==> config.mk <==
export PLATFORM = sky130hd
export DESIGN_NAME = matrix_inverse_4x4_unit
export DESIGN_NICKNAME = d
export VERILOG_FILES = /design/src/rtl/core/mi4_pkg.sv /design/src/rtl/core/mi4_ram.sv /design/src/rtl/core/mi4_fpu.sv /design/src/rtl/core/matrix_inverse_4x4_unit.sv
export SDC_FILE = /design/constraint.sdc
export NUM_CORES = 2
export LEC_CHECK = 0
export BUFFER_PORTS_ARGS = -buffer_cell sky130_fd_sc_hd__buf_2
export CORE_ASPECT_RATIO = 1.75
export CORE_MARGIN = 4
export CORE_UTILIZATION = 40
export CTS_BUF_LIST = sky130_fd_sc_hd__clkbuf_4 sky130_fd_sc_hd__clkbuf_8
export DETAILED_ROUTE_END_ITERATION = 16
export PLACE_DENSITY = 0.57
export SLEW_MARGIN = 20
export SYNTH_ARGS = -nofsm -noshare
export SYNTH_HDL_FRONTEND = slang
export SYNTH_SLANG_ARGS = --single-unit
==> constraint.sdc <==
create_clock -name clock -period 18.7 [get_ports clock]
set_input_delay 2.805 -clock clock [delete_from_list [all_inputs] [get_ports clock]]
set_output_delay 2.805 -clock clock [all_outputs]
set_load 0.005 [all_outputs]
==> src/rtl/core/mi4_pkg.sv <==
// Shared types and constants for the 4x4 matrix inverse unit.
// No dependencies; imported by mi4_fpu and matrix_inverse_4x4_unit.
`default_nettype none

package mi4_pkg;

   // Operations of the shared float unit (RECIP computes 1/b, a is ignored)
   typedef enum logic [1:0] {
      FOP_ADD,
      FOP_SUB,
      FOP_MUL,
      FOP_RECIP
   } fop_type;

   typedef struct packed {
      logic        start;
      fop_type     op;
      logic [31:0] a;
      logic [31:0] b;
   } fpu_req_type;

   typedef struct packed {
      logic        done;
      logic [31:0] result;
   } fpu_rsp_type;

   localparam logic [31:0] ONE_BITS    = 32'h3F80_0000;
   localparam logic [31:0] DEFAULT_NAN = 32'hFFC0_0000;
   localparam logic [31:0] EPS_RESET   = 32'h3727_C5AC;

   // Register index decoded from the word address
   localparam logic [0:0] REG_EPSILON = 1'b0;

endpackage

`default_nettype wire

==> src/rtl/core/mi4_ram.sv <==
// Generic single-write, dual-read RAM with registered read data.
// No dependencies.
`default_nettype none

module mi4_ram #(
   parameter int WIDTH = 32,
   parameter int DEPTH = 16
) (
   input  wire logic                     clock,
   input  wire logic                     we,
   input  wire logic [$clog2(DEPTH)-1:0] waddr,
   input  wire logic [WIDTH-1:0]         wdata,
   input  wire logic [$clog2(DEPTH)-1:0] raddr_a,
   input  wire logic [$clog2(DEPTH)-1:0] raddr_b,
   output logic      [WIDTH-1:0]         rdata_a,
   output logic      [WIDTH-1:0]         rdata_b
);

   logic [WIDTH-1:0] mem_ff [DEPTH];
   logic [WIDTH-1:0] rdata_a_ff;
   logic [WIDTH-1:0] rdata_b_ff;

   always_ff @(posedge clock) begin
      if (we) begin
         mem_ff[waddr] <= wdata;
      end
      rdata_a_ff <= mem_ff[raddr_a];
      rdata_b_ff <= mem_ff[raddr_b];
   end

   assign rdata_a = rdata_a_ff;
   assign rdata_b = rdata_b_ff;

endmodule

`default_nettype wire

==> src/rtl/core/mi4_fpu.sv <==
// Multi-cycle IEEE single float unit: add, subtract, multiply, reciprocal.
// Round to nearest even, subnormals kept. Depends on mi4_pkg.
`default_nettype none

module mi4_fpu
   import mi4_pkg::*;
(
   input  wire logic        clock,
   input  wire logic        reset,
   input  wire fpu_req_type req,
   output fpu_rsp_type      rsp
);

   typedef enum logic [2:0] {
      F_IDLE,
      F_DIVIDE,
      F_NORM,
      F_DENORM,
      F_ROUND
   } fstate_type;

   fstate_type         state_ff, state_in;
   logic [49:0]        m_ff, m_in;
   logic signed [11:0] ex_ff, ex_in;
   logic               sgn_ff, sgn_in;
   logic               st_ff, st_in;
   logic [23:0]        rem_ff, rem_in;
   logic [23:0]        dv_ff, dv_in;
   logic [5:0]         cnt_ff, cnt_in;
   logic               done_ff, done_in;
   logic [31:0]        res_ff, res_in;

   // operand decode
   logic               a_nan, b_nan, a_inf, b_inf, a_zero, b_zero;
   logic [23:0]        ma, mb;
   logic signed [11:0] ea, eb;
   logic [31:0]        a_q, b_q;
   logic [47:0]        prod;

   // add path
   logic               bs, a_ge, sbig, ssml;
   logic [23:0]        mbig, msml;
   logic signed [11:0] ebig, esml, dexp;
   logic [49:0]        big_m, sml_m, sh, aligned, sum;
   logic               lost;

   // divide step
   logic [24:0]        remsh;
   logic               qbit;
   logic [23:0]        rem_nx;

   // rounding
   logic [23:0]        mant24;
   logic               rnd_g, rnd_s, rnd_inc;
   logic [24:0]        mant25;
   logic signed [11:0] efield;

   always_comb begin
      a_nan  = (&req.a[30:23]) && (|req.a[22:0]);
      b_nan  = (&req.b[30:23]) && (|req.b[22:0]);
      a_inf  = (&req.a[30:23]) && !(|req.a[22:0]);
      b_inf  = (&req.b[30:23]) && !(|req.b[22:0]);
      a_zero = (req.a[30:0] == 31'd0);
      b_zero = (req.b[30:0] == 31'd0);
      ma     = {|req.a[30:23], req.a[22:0]};
      mb     = {|req.b[30:23], req.b[22:0]};
      ea     = (req.a[30:23] == 8'd0) ? 12'sd1 : $signed({4'b0, req.a[30:23]});
      eb     = (req.b[30:23] == 8'd0) ? 12'sd1 : $signed({4'b0, req.b[30:23]});
      a_q    = req.a | 32'h0040_0000;
      b_q    = req.b | 32'h0040_0000;
      prod   = ma * mb;

      bs    = req.b[31] ^ (req.op == FOP_SUB);
      a_ge  = (req.a[30:0] >= req.b[30:0]);
      mbig  = a_ge ? ma : mb;
      msml  = a_ge ? mb : ma;
      ebig  = a_ge ? ea : eb;
      esml  = a_ge ? eb : ea;
      sbig  = a_ge ? req.a[31] : bs;
      ssml  = a_ge ? bs : req.a[31];
      dexp  = ebig - esml;
      big_m = {1'b0, mbig, 25'b0};
      sml_m = {1'b0, msml, 25'b0};
      if (dexp < 12'sd50) begin
         sh   = sml_m >> dexp[5:0];
         lost = ((sh << dexp[5:0]) != sml_m);
      end else begin
         sh   = 50'd0;
         lost = |msml;
      end
      aligned = {sh[49:1], sh[0] | lost};
      sum     = (sbig == ssml) ? (big_m + aligned) : (big_m - aligned);

      remsh  = {rem_ff, (cnt_ff == 6'd49)};
      qbit   = (remsh >= {1'b0, dv_ff});
      rem_nx = qbit ? 24'(remsh - {1'b0, dv_ff}) : remsh[23:0];

      mant24  = m_ff[49:26];
      rnd_g   = m_ff[25];
      rnd_s   = (|m_ff[24:0]) | st_ff;
      rnd_inc = rnd_g & (rnd_s | mant24[0]);
      mant25  = {1'b0, mant24} + {24'd0, rnd_inc};
      efield  = mant25[24] ? (ex_ff + 12'sd1) : (mant25[23] ? ex_ff : 12'sd0);
   end

   always_comb begin
      state_in = state_ff;
      m_in     = m_ff;
      ex_in    = ex_ff;
      sgn_in   = sgn_ff;
      st_in    = st_ff;
      rem_in   = rem_ff;
      dv_in    = dv_ff;
      cnt_in   = cnt_ff;
      done_in  = 1'b0;
      res_in   = res_ff;
      case (state_ff)
         F_IDLE: begin
            if (req.start) begin
               st_in = 1'b0;
               case (req.op)
                  FOP_MUL: begin
                     done_in = 1'b1;
                     if (a_nan) begin
                        res_in = a_q;
                     end else if (b_nan) begin
                        res_in = b_q;
                     end else if ((a_inf && b_zero) || (a_zero && b_inf)) begin
                        res_in = DEFAULT_NAN;
                     end else if (a_inf || b_inf) begin
                        res_in = {req.a[31] ^ req.b[31], 8'hFF, 23'd0};
                     end else if (a_zero || b_zero) begin
                        res_in = {req.a[31] ^ req.b[31], 31'd0};
                     end else begin
                        done_in  = 1'b0;
                        m_in     = {prod, 2'b00};
                        ex_in    = ea + eb - 12'sd126;
                        sgn_in   = req.a[31] ^ req.b[31];
                        state_in = F_NORM;
                     end
                  end
                  FOP_ADD, FOP_SUB: begin
                     done_in = 1'b1;
                     if (a_nan) begin
                        res_in = a_q;
                     end else if (b_nan) begin
                        res_in = b_q;
                     end else if (a_inf && b_inf && (req.a[31] != bs)) begin
                        res_in = DEFAULT_NAN;
                     end else if (a_inf) begin
                        res_in = req.a;
                     end else if (b_inf) begin
                        res_in = {bs, req.b[30:0]};
                     end else if (a_zero && b_zero) begin
                        res_in = {req.a[31] & bs, 31'd0};
                     end else if (sum == 50'd0) begin
                        res_in = 32'd0;
                     end else begin
                        done_in  = 1'b0;
                        m_in     = sum;
                        ex_in    = ebig + 12'sd1;
                        sgn_in   = sbig;
                        state_in = F_NORM;
                     end
                  end
                  FOP_RECIP: begin
                     done_in = 1'b1;
                     if (b_nan) begin
                        res_in = b_q;
                     end else if (b_inf) begin
                        res_in = {req.b[31], 31'd0};
                     end else if (b_zero) begin
                        res_in = {req.b[31], 8'hFF, 23'd0};
                     end else begin
                        done_in  = 1'b0;
                        m_in     = 50'd0;
                        rem_in   = 24'd0;
                        dv_in    = mb;
                        cnt_in   = 6'd49;
                        sgn_in   = req.b[31];
                        ex_in    = 12'sd277 - eb;
                        state_in = F_DIVIDE;
                     end
                  end
                  default: ;
               endcase
            end
         end
         F_DIVIDE: begin
            // one quotient bit a cycle, 50 in all
            m_in   = {m_ff[48:0], qbit};
            rem_in = rem_nx;
            cnt_in = cnt_ff - 6'd1;
            if (cnt_ff == 6'd0) begin
               st_in    = (rem_nx != 24'd0);
               state_in = F_NORM;
            end
         end
         F_NORM: begin
            if (m_ff[49]) begin
               state_in = (ex_ff >= 12'sd1) ? F_ROUND : F_DENORM;
            end else if (m_ff[49:34] == 16'd0) begin
               m_in  = {m_ff[33:0], 16'd0};
               ex_in = ex_ff - 12'sd16;
            end else if (m_ff[49:46] == 4'd0) begin
               m_in  = {m_ff[45:0], 4'd0};
               ex_in = ex_ff - 12'sd4;
            end else begin
               m_in  = {m_ff[48:0], 1'b0};
               ex_in = ex_ff - 12'sd1;
            end
         end
         F_DENORM: begin
            if (ex_ff >= 12'sd1) begin
               state_in = F_ROUND;
            end else if (ex_ff <= -12'sd15) begin
               m_in  = {16'd0, m_ff[49:16]};
               st_in = st_ff | (|m_ff[15:0]);
               ex_in = ex_ff + 12'sd16;
            end else begin
               m_in  = {1'b0, m_ff[49:1]};
               st_in = st_ff | m_ff[0];
               ex_in = ex_ff + 12'sd1;
            end
         end
         F_ROUND: begin
            done_in  = 1'b1;
            state_in = F_IDLE;
            if (efield >= 12'sd255) begin
               res_in = {sgn_ff, 8'hFF, 23'd0};
            end else begin
               res_in = {sgn_ff, efield[7:0], mant25[24] ? 23'd0 : mant25[22:0]};
            end
         end
         default: state_in = F_IDLE;
      endcase
   end

   always_ff @(posedge clock) begin
      if (reset) begin
         state_ff <= F_IDLE;
         done_ff  <= 1'b0;
      end else begin
         state_ff <= state_in;
         done_ff  <= done_in;
      end
      m_ff   <= m_in;
      ex_ff  <= ex_in;
      sgn_ff <= sgn_in;
      st_ff  <= st_in;
      rem_ff <= rem_in;
      dv_ff  <= dv_in;
      cnt_ff <= cnt_in;
      res_ff <= res_in;
   end

   assign rsp.done   = done_ff;
   assign rsp.result = res_ff;

endmodule

`default_nettype wire

==> src/rtl/core/matrix_inverse_4x4_unit.sv <==
// Top level of the 4x4 single-precision matrix inverse (cofactor / adjugate).
// Depends on mi4_pkg, mi4_ram and mi4_fpu.
//
// Channel   Direction  Handshake               Payload
// req       in         req_valid / req_stall   req_element_bits[31:0]
// rsp       out        rsp_valid / rsp_stall   rsp_result_bits[31:0], rsp_singular,
//                                              rsp_final_flag
// csr       in         APB psel/penable/pready epsilon threshold at word 0
//
// Element requests are taken while req_stall is low; the 16th starts the solve,
// during which req_stall stays high. The solve runs 248 float operations one
// after another through the single shared float unit (mi4_fpu); for a matrix
// flagged singular the reciprocal and output multiplies are skipped. Each one passes
// the sequencer states fetch and issue, then waits for the unit: a special operand
// is answered directly, a multiply or add is normalized and rounded (longer with
// deep cancellation or subnormals), the reciprocal runs a bit-serial divide first.
// Reset is synchronous, clears the sequencer and load slot and reloads the default
// threshold; no clearing pass is needed. A stalled response holds its payload.
`default_nettype none

module matrix_inverse_4x4_unit
   import mi4_pkg::*;
(
   input  wire logic        clock,
   input  wire logic        reset,
   // element requests
   input  wire logic        req_valid,
   output logic             req_stall,
   input  wire logic [31:0] req_element_bits,
   // inverse elements
   output logic             rsp_valid,
   input  wire logic        rsp_stall,
   output logic [31:0]      rsp_result_bits,
   output logic             rsp_singular,
   output logic             rsp_final_flag,
   // configuration
   input  wire logic        csr_psel,
   input  wire logic        csr_penable,
   input  wire logic        csr_pwrite,
   input  wire logic [2:0]  csr_paddr,
   input  wire logic [31:0] csr_pwdata,
   output logic [31:0]      csr_prdata,
   output logic             csr_pready
);

   typedef enum logic [2:0] {
      S_LOAD,
      S_FETCH,
      S_ISSUE,
      S_WAIT,
      S_CHECK,
      S_EMIT
   } state_type;

   typedef enum logic [1:0] {
      PH_COF,
      PH_DET,
      PH_DIV,
      PH_OUT
   } phase_type;

   typedef enum logic [2:0] {
      D_P0,
      D_P1,
      D_T0,
      D_T1,
      D_COF,
      D_RECIP,
      D_OUT
   } dest_type;

   localparam logic [3:0] LAST_STEP_COF = 4'd13;
   localparam logic [3:0] LAST_STEP_DET = 4'd6;

   // Element index of minor entry k for cofactor c: skip group c[3:2] and lane c[1:0]
   function automatic logic [3:0] nidx(input logic [3:0] c, input logic [3:0] k);
      logic [1:0] r, s, gr, lc;
      if (k >= 4'd6) begin
         r = 2'd2;
         s = 2'(k - 4'd6);
      end else if (k >= 4'd3) begin
         r = 2'd1;
         s = 2'(k - 4'd3);
      end else begin
         r = 2'd0;
         s = k[1:0];
      end
      gr = r + {1'b0, (r >= c[3:2])};
      lc = s + {1'b0, (s >= c[1:0])};
      return {gr, lc};
   endfunction

   // IEEE a <= b, false when either is NaN
   function automatic logic fle(input logic [31:0] a, input logic [31:0] b);
      logic a_nan, b_nan, le;
      a_nan = (&a[30:23]) && (|a[22:0]);
      b_nan = (&b[30:23]) && (|b[22:0]);
      if (a_nan || b_nan) begin
         le = 1'b0;
      end else if ((a[30:0] == 31'd0) && (b[30:0] == 31'd0)) begin
         le = 1'b1;
      end else if (a[31] != b[31]) begin
         le = a[31];
      end else if (a[31]) begin
         le = (a[30:0] >= b[30:0]);
      end else begin
         le = (a[30:0] <= b[30:0]);
      end
      return le;
   endfunction

   state_type   state_ff, state_in;
   phase_type   phase_ff, phase_in;
   logic [3:0]  idx_ff, idx_in;       // cofactor index, then output index
   logic [3:0]  step_ff, step_in;
   logic [3:0]  load_count_ff, load_count_in;
   logic [31:0] eps_ff, eps_in;
   logic        sing_ff, sing_in;
   logic [31:0] p0_ff, p0_in, p1_ff, p1_in, t0_ff, t0_in, t1_ff, t1_in;
   logic [31:0] recip_ff, recip_in;
   logic [31:0] cof_ff [16];
   logic        rsp_valid_ff, rsp_valid_in;
   logic [31:0] rsp_result_ff, rsp_result_in;
   logic        rsp_singular_ff, rsp_singular_in;
   logic        rsp_final_ff, rsp_final_in;

   logic        req_accept, csr_write;
   logic        cof_we;
   logic [3:0]  ka, kb, addr_a, addr_b, cof_rd;
   logic [1:0]  di;
   logic [31:0] ram_a, ram_b, cof_val;
   fop_type     op;
   logic [31:0] opa, opb;
   dest_type    dest;
   logic        bypass;
   fpu_req_type fpu_req;
   fpu_rsp_type fpu_rsp;

   assign req_accept = req_valid && !req_stall;
   assign csr_write  = csr_psel && csr_penable && csr_pwrite && csr_pready;

   mi4_ram #(
      .WIDTH (32),
      .DEPTH (16)
   ) u_store (
      .clock   (clock),
      .we      (req_accept),
      .waddr   (load_count_ff),
      .wdata   (req_element_bits),
      .raddr_a (addr_a),
      .raddr_b (addr_b),
      .rdata_a (ram_a),
      .rdata_b (ram_b)
   );

   mi4_fpu u_fpu (
      .clock (clock),
      .reset (reset),
      .req   (fpu_req),
      .rsp   (fpu_rsp)
   );

   // Operation decode: what to run for the current phase and step
   always_comb begin
      ka     = 4'd0;
      kb     = 4'd0;
      addr_a = 4'd0;
      addr_b = 4'd0;
      di     = 2'(({1'b0, step_ff} + 5'd1) >> 1);
      cof_rd = {2'b00, di};
      op     = FOP_MUL;
      opa    = ram_a;
      opb    = ram_b;
      dest   = D_P0;
      case (phase_ff)
         PH_COF: begin
            // minor = n0*(n4*n8 - n5*n7) - n1*(n3*n8 - n5*n6) + n2*(n3*n7 - n4*n6)
            case (step_ff)
               4'd0:  begin ka = 4'd4; kb = 4'd8; dest = D_P0; end
               4'd1:  begin ka = 4'd5; kb = 4'd7; dest = D_P1; end
               4'd2:  begin op = FOP_SUB; opa = p0_ff; opb = p1_ff; dest = D_P0; end
               4'd3:  begin ka = 4'd0; opb = p0_ff; dest = D_T0; end
               4'd4:  begin ka = 4'd3; kb = 4'd8; dest = D_P0; end
               4'd5:  begin ka = 4'd5; kb = 4'd6; dest = D_P1; end
               4'd6:  begin op = FOP_SUB; opa = p0_ff; opb = p1_ff; dest = D_P0; end
               4'd7:  begin ka = 4'd1; opb = p0_ff; dest = D_T1; end
               4'd8:  begin ka = 4'd3; kb = 4'd7; dest = D_P0; end
               4'd9:  begin ka = 4'd4; kb = 4'd6; dest = D_P1; end
               4'd10: begin op = FOP_SUB; opa = p0_ff; opb = p1_ff; dest = D_P0; end
               4'd11: begin ka = 4'd2; opb = p0_ff; dest = D_P0; end
               4'd12: begin op = FOP_SUB; opa = t0_ff; opb = t1_ff; dest = D_T0; end
               4'd13: begin op = FOP_ADD; opa = t0_ff; opb = p0_ff; dest = D_COF; end
               default: ;
            endcase
            addr_a = nidx(idx_ff, ka);
            addr_b = nidx(idx_ff, kb);
         end
         PH_DET: begin
            // det = ((e0*c0 - e1*c1) + e2*c2) - e3*c3, accumulated in t0
            addr_a = {2'b00, di};
            opb    = cof_val;
            case (step_ff)
               4'd0:    dest = D_T0;
               4'd2:    begin op = FOP_SUB; opa = t0_ff; opb = p0_ff; dest = D_T0; end
               4'd4:    begin op = FOP_ADD; opa = t0_ff; opb = p0_ff; dest = D_T0; end
               4'd6:    begin op = FOP_SUB; opa = t0_ff; opb = p0_ff; dest = D_T0; end
               default: dest = D_P0;
            endcase
         end
         PH_DIV: begin
            op   = FOP_RECIP;
            opa  = ONE_BITS;
            opb  = t0_ff;
            dest = D_RECIP;
         end
         PH_OUT: begin
            // inverse[a][b] = +-recip * cof[b][a], negated where a + b is odd
            cof_rd = {idx_ff[1:0], idx_ff[3:2]};
            opa    = {recip_ff[31] ^ idx_ff[2] ^ idx_ff[0], recip_ff[30:0]};
            opb    = cof_val;
            dest   = D_OUT;
         end
         default: ;
      endcase
   end

   assign cof_val = cof_ff[cof_rd];
   assign bypass  = (phase_ff == PH_OUT) && sing_ff;

   always_comb begin
      fpu_req.start = (state_ff == S_ISSUE) && !bypass;
      fpu_req.op    = op;
      fpu_req.a     = opa;
      fpu_req.b     = opb;
   end

   // Sequencer
   always_comb begin
      state_in        = state_ff;
      phase_in        = phase_ff;
      idx_in          = idx_ff;
      step_in         = step_ff;
      load_count_in   = load_count_ff;
      eps_in          = eps_ff;
      sing_in         = sing_ff;
      p0_in           = p0_ff;
      p1_in           = p1_ff;
      t0_in           = t0_ff;
      t1_in           = t1_ff;
      recip_in        = recip_ff;
      rsp_valid_in    = rsp_valid_ff;
      rsp_result_in   = rsp_result_ff;
      rsp_singular_in = rsp_singular_ff;
      rsp_final_in    = rsp_final_ff;
      cof_we          = 1'b0;

      if (csr_write && (csr_paddr[2:2] == REG_EPSILON)) begin
         eps_in = csr_pwdata;
      end

      case (state_ff)
         S_LOAD: begin
            // take elements; the 16th starts the solve
            if (req_accept) begin
               load_count_in = load_count_ff + 4'd1;
               if (load_count_ff == 4'd15) begin
                  phase_in = PH_COF;
                  idx_in   = 4'd0;
                  step_in  = 4'd0;
                  state_in = S_FETCH;
               end
            end
         end
         S_FETCH: begin
            // store read addresses settle here; data is registered for issue
            state_in = S_ISSUE;
         end
         S_ISSUE: begin
            if (bypass) begin
               rsp_valid_in    = 1'b1;
               rsp_result_in   = (idx_ff[3:2] == idx_ff[1:0]) ? ONE_BITS : 32'd0;
               rsp_singular_in = 1'b1;
               rsp_final_in    = (idx_ff == 4'd15);
               state_in        = S_EMIT;
            end else begin
               state_in = S_WAIT;
            end
         end
         S_WAIT: begin
            if (fpu_rsp.done) begin
               case (dest)
                  D_P0:    p0_in = fpu_rsp.result;
                  D_P1:    p1_in = fpu_rsp.result;
                  D_T0:    t0_in = fpu_rsp.result;
                  D_T1:    t1_in = fpu_rsp.result;
                  D_COF:   cof_we = 1'b1;
                  D_RECIP: recip_in = fpu_rsp.result;
                  D_OUT: begin
                     rsp_valid_in    = 1'b1;
                     rsp_result_in   = fpu_rsp.result;
                     rsp_singular_in = 1'b0;
                     rsp_final_in    = (idx_ff == 4'd15);
                  end
                  default: ;
               endcase
               state_in = S_FETCH;
               case (phase_ff)
                  PH_COF: begin
                     step_in = step_ff + 4'd1;
                     if (step_ff == LAST_STEP_COF) begin
                        step_in = 4'd0;
                        idx_in  = idx_ff + 4'd1;
                        if (idx_ff == 4'd15) begin
                           phase_in = PH_DET;
                        end
                     end
                  end
                  PH_DET: begin
                     step_in = step_ff + 4'd1;
                     if (step_ff == LAST_STEP_DET) begin
                        state_in = S_CHECK;
                     end
                  end
                  PH_DIV: begin
                     phase_in = PH_OUT;
                     idx_in   = 4'd0;
                  end
                  PH_OUT: state_in = S_EMIT;
                  default: ;
               endcase
            end
         end
         S_CHECK: begin
            // |det| <= epsilon: emit the identity instead of the inverse
            sing_in  = fle({1'b0, t0_ff[30:0]}, eps_ff);
            idx_in   = 4'd0;
            phase_in = fle({1'b0, t0_ff[30:0]}, eps_ff) ? PH_OUT : PH_DIV;
            state_in = S_FETCH;
         end
         S_EMIT: begin
            // hold the result until taken
            if (!rsp_stall) begin
               rsp_valid_in = 1'b0;
               idx_in       = idx_ff + 4'd1;
               state_in     = (idx_ff == 4'd15) ? S_LOAD : S_FETCH;
            end
         end
         default: state_in = S_LOAD;
      endcase
   end

   always_ff @(posedge clock) begin
      if (reset) begin
         state_ff      <= S_LOAD;
         phase_ff      <= PH_COF;
         idx_ff        <= 4'd0;
         step_ff       <= 4'd0;
         load_count_ff <= 4'd0;
         eps_ff        <= EPS_RESET;
         sing_ff       <= 1'b0;
         rsp_valid_ff  <= 1'b0;
      end else begin
         state_ff      <= state_in;
         phase_ff      <= phase_in;
         idx_ff        <= idx_in;
         step_ff       <= step_in;
         load_count_ff <= load_count_in;
         eps_ff        <= eps_in;
         sing_ff       <= sing_in;
         rsp_valid_ff  <= rsp_valid_in;
      end
      p0_ff           <= p0_in;
      p1_ff           <= p1_in;
      t0_ff           <= t0_in;
      t1_ff           <= t1_in;
      recip_ff        <= recip_in;
      rsp_result_ff   <= rsp_result_in;
      rsp_singular_ff <= rsp_singular_in;
      rsp_final_ff    <= rsp_final_in;
      if (cof_we) begin
         cof_ff[idx_ff] <= fpu_rsp.result;
      end
   end

   assign req_stall       = (state_ff != S_LOAD);
   assign rsp_valid       = rsp_valid_ff;
   assign rsp_result_bits = rsp_result_ff;
   assign rsp_singular    = rsp_singular_ff;
   assign rsp_final_flag  = rsp_final_ff;
   assign csr_pready      = 1'b1;
   assign csr_prdata      = (csr_paddr[2:2] == REG_EPSILON) ? eps_ff : 32'd0;

endmodule

`default_nettype wire

[Word level (Yosys, flattened, before mapping)]
Memories as Yosys holds them, arrays and structs flattened. A register that Yosys moved wholly into a read port is not among the register bits.
Cells that the tools add are included.
Cells by class
  shifts and indexed selects: 2
  mux-type cells: 241
  reductions and logical operators: 104
  bitwise gates (word level): 15
  $lt $le $gt $ge: 15
  $add $sub $neg: 27
  equality and inequality tests: 94
  multiply operators: 1
Operator list (number)
  two-way mux 50 bit: 22
  two-way mux 32 bit: 22
  two-way mux 12 bit: 25
  case mux 32 bit (4 select lines): 2
  case mux 50 bit (4 select lines): 1
  two-way mux 24 bit: 8
  case mux 32 bit (2 select lines): 3
  case mux 32 bit (3 select lines): 2
  case mux 50 bit (3 select lines): 1
  zero test 31 bit: 4
  OR reduction 23 bit: 4
  two-way mux 3 bit: 26
  case mux 12 bit (3 select lines): 2
  two-way mux 1 bit: 62
  AND reduction 19 bit: 3
  != test 2 bit, second input constant: 26
  != test 3 bit, second input constant: 17
  adder 49 x 50 -> 50 bit: 1
  zero test 50 bit: 1
  != test 50 x 49 -> 1 bit: 1
  left shift 50 x 6 -> 50 bit: 1
  right shift 49 x 6 -> 50 bit: 1
  subtractor 49 x 50 -> 50 bit: 1
  two-way mux 49 bit: 1
  other kinds (100): 262
Word-level totals
  input bits: 74
  output and inout port bits: 69
  memories: 2
  bits in writable memories: 1024
  flip-flop bits (word level): 399
  logic and storage cells: 528
Memories
  cof_ff: words 16, bits a word 32, read ports 1, clocked after memory_dff 0, write ports 1, RTL line matrix_inverse_4x4_unit.sv:121  | logic [31:0] cof_ff [16];
  u_store.mem_ff: words 16, bits a word 32, read ports 2, clocked after memory_dff 2, write ports 1, RTL line mi4_ram.sv:19  | logic [WIDTH-1:0] mem_ff [DEPTH];

[Depth between registers and ports, before layout]
An unclocked memory read counts as a cell.
  depth in word-level cells: 27
  mapped depth: 78
  mapped depth without buffers: 58

[Cells and area by module]
A second synthesis with hierarchy kept.
Second synthesis, totals
  cells, all modules: 9114
  area total of the unflattened synthesis: 100385.0 um^2
Modules (own cells, without submodules)
  mi4_fpu: times used 1, area each 43387.9 um^2, cells each 5473, seq. area each 4584.4 um^2
  matrix_inverse_4x4_unit: times used 1, area each 32794.0 um^2, cells each 2500, seq. area each 22221.3 um^2
  mi4_ram: times used 1, area each 24203.2 um^2, cells each 1141, seq. area each 16656.0 um^2

[Least setup slack after synthesis]
OpenSTA, ideal clock, no wires.
  path kind: reg-to-reg
  start: reg step_ff[0]
  end: reg u_fpu.m_ff[0], enable pin
  library setup time: 0.516 ns
  clock period less this slack: 18.375 ns
  slack: 0.325 ns
  stages on the path, launching flop included: 77
  path buffers: 22
  required time: 18.184 ns
  data arrival time: 17.859 ns
  cell sequence: dfxtp_1 -> inv_1 -> ha_1 -> a21bo_1 -> buf_2 -> nand2_4 -> buf_6 -> buf_2 -> a211oi_1 -> a311oi_1 -> o41a_1 -> nor2_1 -> clkinv_1 -> clkbuf_1 -> ha_1 -> or4b_2 -> nor3_1 -> a211o_1 -> [... 41 more ...] -> a21oi_1 -> o21bai_1 -> a21oi_1 -> o21bai_1 -> a21oi_1 -> o21bai_1 -> a21oi_1 -> o21bai_1 -> a21oi_1 -> o31ai_1 -> a221oi_1 -> o211a_1 -> a41o_1 -> o21ai_0 -> nor4_2 -> a31oi_1 -> o21bai_2 -> nor3_1
RTL lines
  from (decl): RTL line matrix_inverse_4x4_unit.sv:115  | logic [3:0] step_ff, step_in;
  from (signal assigned): RTL line matrix_inverse_4x4_unit.sv:366  | step_ff <= step_in;
  to (signal assigned): RTL line mi4_fpu.sv:247  | m_ff <= m_in;
  to (decl): RTL line mi4_fpu.sv:23  | logic [49:0] m_ff, m_in;

[Final worst setup path]
  start: reg step_ff[0]
  end: reg u_fpu.m_ff[7], enable pin
Between the ends
  longest elaborated chain between the ends: 19
  elaborated cells on any way between the ends: 97
  classes of those cells: 4 x add/sub; 2 x order compare; 30 x eq/ne; 2 x shift; 21 x mux; 2 x bitwise; 35 x reduce/logical; 1 x memory
Ends and longest elaborated chain
  branches (longest 18 deep; another with memory (16 x 32 bit))
  AND reduction 19 bit (no source line) (*)
Mark *: on every way between the ends.
A chain may end at the register's enable or synchronous reset.

==> results.md <==
- Status: finished, final reports clean
- Worst path bufs/invs: 10
- Pins Over Slew Limit: 0
- Mean Syn Cell Area: 10.4 um^2
- Max Fclk: 0.0561 GHz
- Crit. Startpoint: step_ff[0]
- Mapped Cells: a little under 10000
- M2 GR Usage: 0.608
- DP HPWL: 357000 um
- GR Util met3: 0.0795
- Fin nets: 11200
- Die area: 263000 um^2
- Reg2reg end: u_fpu.m_ff[7]
- Cell family with most CP delay: compound AO/OA/AOI/OAI gates
- Via count: 88800
- Met1 Use GR: 0.369
- Clk Latency, worst-skew pair: 1.08 ns
- Top-Level Pins: 143
- Worst hold path type: register to register
- Crit path capture type: register
- GRT busiest layer: met2
- R2R depth: 54
- Sink Count: 1487
- Placer Congestion: 1.07
- Fin crit period: 17.81 ns
- Mapped Area: 102000 um^2
- Final period util: 0.953
- Worst-path fanout max: 40
- DRC Markers: 0
- Slowest stage delay, CP: ~0.90 ns
- Cell taking the most area after synthesis: edfxtp_1
- Largest regs: cof_ff: 512 flops, u_store.mem_ff: 512 flops, u_fpu.m_ff: 50 flops
- CTS tree: done
- Die H: 675 um
- Via density: 6.45
- Worst Hold Depth: 2
- Core ar.: approximately 250000 um^2
- Worst-path clk slew: 0.07 ns
- # setup viols final: 0
- Worst setup path class: register to register
- Bufs on Longest Clock Path: 4
- Clock root buffer: clkbuf_8
- Wirelength per Cell: 35.4 um
- Most common cell in the netlist: nand2_1
- Reg2Reg Setup Slack: roughly 0.89 ns
- Total grt overflow: 0
- Routed WL: 488000 um
- Top-area cell type share of the netlist area: 0.403
- CTS buffer count: 231
- H-tree Lvls: 4
- Initial drt markers: around 10000
- Slew @ Worst Pin: 1.32 ns
- Primary FF master, synth: edfxtp_1
- Hold path startpoint: step_ff[1]
- TNS Setup: 0 ns
- Layout cell share with drive strength beyond 1: 0.160
- Hold Vio Cnt, Final: 0
- Vias in the first global route: 88700
- Synth cell count leaders: nand2_1 (1489), edfxtp_1 (1368), inv_1 (742)
- Worst relative slew slack: 0.118
- Max cap viols: 0
- Port Buffers: 139
- Type of origin of the critical path: register
- Die width: 389 um
- FF-to-FF Start: step_ff[0]
- GRT Overall Usage: 0.363
- Number of nets with antenna violations after routing: 0
- Initial DRT Pass Iterations: 14
- Synth Register Bits: about 1500
- Post-CTS Setup Bufs: 0
- Crit-path most repeated cell: inv_1
- Initial antenna violation count: 67
- Global-route wire length before repair: 673000 um
- Worst Path Required: 19.35 ns
- Clk_skew: 0.156 ns
- Unique cell type count in the Yosys netlist: 122
- Slowest CP cell: xnor3_2
- Post-CTS Hold Buffers: 0
- Synth-to-layout area growth: 13.3%
- Number of synthesized flops with an enable pin: 1368
- Crit path DAT: 18.46 ns
- Cell Rows: 244
- Starting density of the core: 0.403
- Synth async-reset ratio: 0
- Post-synthesis sequential area ratio: 0.427
- RSZ-0062 raised after global routing: no
- Ys Warns: 0
- Worst Hold Path EP: step_ff[1]
- Synth area leaders: edfxtp_1 (40%), fa_1 (9.6%), nand2_1 (5.5%), ha_1 (4.9%), mux4_2 (4.0%)
- Largest net degree at the start of global routing: 156
cell families after synthesis:
kind of cell | after synthesis | share of synthesized area
muxes | 355 | 0.0579
and+or+nand+nor | 3150 | 0.142
AOI/OAI and AO/OA | 2323 | 0.159
other | 1 | 0.0000368
xor gates and xnor gates | 151 | 0.0133
buffers and inverters | 1465 | 0.0566
adders and majority gates | 882 | 0.144
DFF | 1487 | 0.427
stage by stage:
stage                     instance area (um^2)   util  hold WS, ns  setup WS (ns)  std cells
final                                   115000  0.456        0.561          0.886      13800
after global routing                    115000  0.456        0.568          0.240      13700
after CTS                               115000  0.455        0.553           1.47      13700
after detailed placement                110000  0.436        0.543           1.62      13300
after global placement                  110000  0.436        0.523           1.74      13300
after floorplan                         102000      -        0.445          0.325       9815
worst register-to-register path, delay by kind of cell (launching register included):
family	cells	cell delay, ns
compound gates	23	6.86
mux	2	1.07
fa+ha+maj	5	1.76
xor+xnor	1	0.90
flops	1	0.42
buf+inv	10	1.88
simple gates	13	4.52
worst max-delay path by stage:
stage	endpoint	cells past startpoint
3_5_place_dp	u_fpu.m_ff[18]	55
3_3_place_gp	u_fpu.res_ff[5]	56
5_1_grt	u_fpu.m_ff[5]	54
4_1_cts	u_fpu.m_ff[20]	56
6_report	u_fpu.m_ff[7]	54
2_1_floorplan	u_fpu.m_ff[0]	76
cell usage in the layout, fill, tap and decap left out, types with 44 or more instances in the layout:
cell	netlist	final
a211oi_1	329	326
a21o_1	72	71
a21oi_1	489	485
a221o_1	60	60
a221oi_1	121	121
a22oi_1	77	64
a311oi_1	100	99
a31oi_1	178	176
and2_1	235	235
and3_1	134	133
buf_2	84	139
buf_4	24	718
clkbuf_4	0	52
clkbuf_8	0	252
clkinv_1	7	53
dfxtp_1	119	116
edfxtp_1	1368	1368
fa_1	486	485
ha_1	396	395
inv_1	742	742
mux2i_1	157	157
mux4_2	183	183
nand2_1	1489	1484
nand2b_1	44	44
nand3_1	224	222
nand4_1	74	74
nor2_1	511	470
nor2b_1	67	67
nor3_1	137	117
nor4_1	87	84
o211ai_1	47	47
o21ai_0	311	309
o22ai_1	76	76
xnor2_1	104	99
xor2_1	45	44
layout make-up:
class	count	area, um^2
well taps	3321	4160
inverters	752	2820
fillers	23700	137000
clock inverters	118	996
flip-flops and latches	1487	43500
repair buffers	877	6470
clock buffers	304	3860
multi-input cells	6864	53400
diodes	43	108
layer usage:
metal / wire [um] / up-vias
met4: 61200 / 24
met5: 154 / -
met3: 39400 / 1988
met2: 232000 / 5414
li1: - / 36800
met1: 155000 / 44500
what timing repair did:
action	4_1_cts	5_1_grt
endpoints found under the hold margin	0	0
endpoints found under the setup margin	0	21
gates resized for setup	0	1
Power is not shown: default switching activity piles up to over one toggle a cycle in this logic, so the estimate is an artifact.
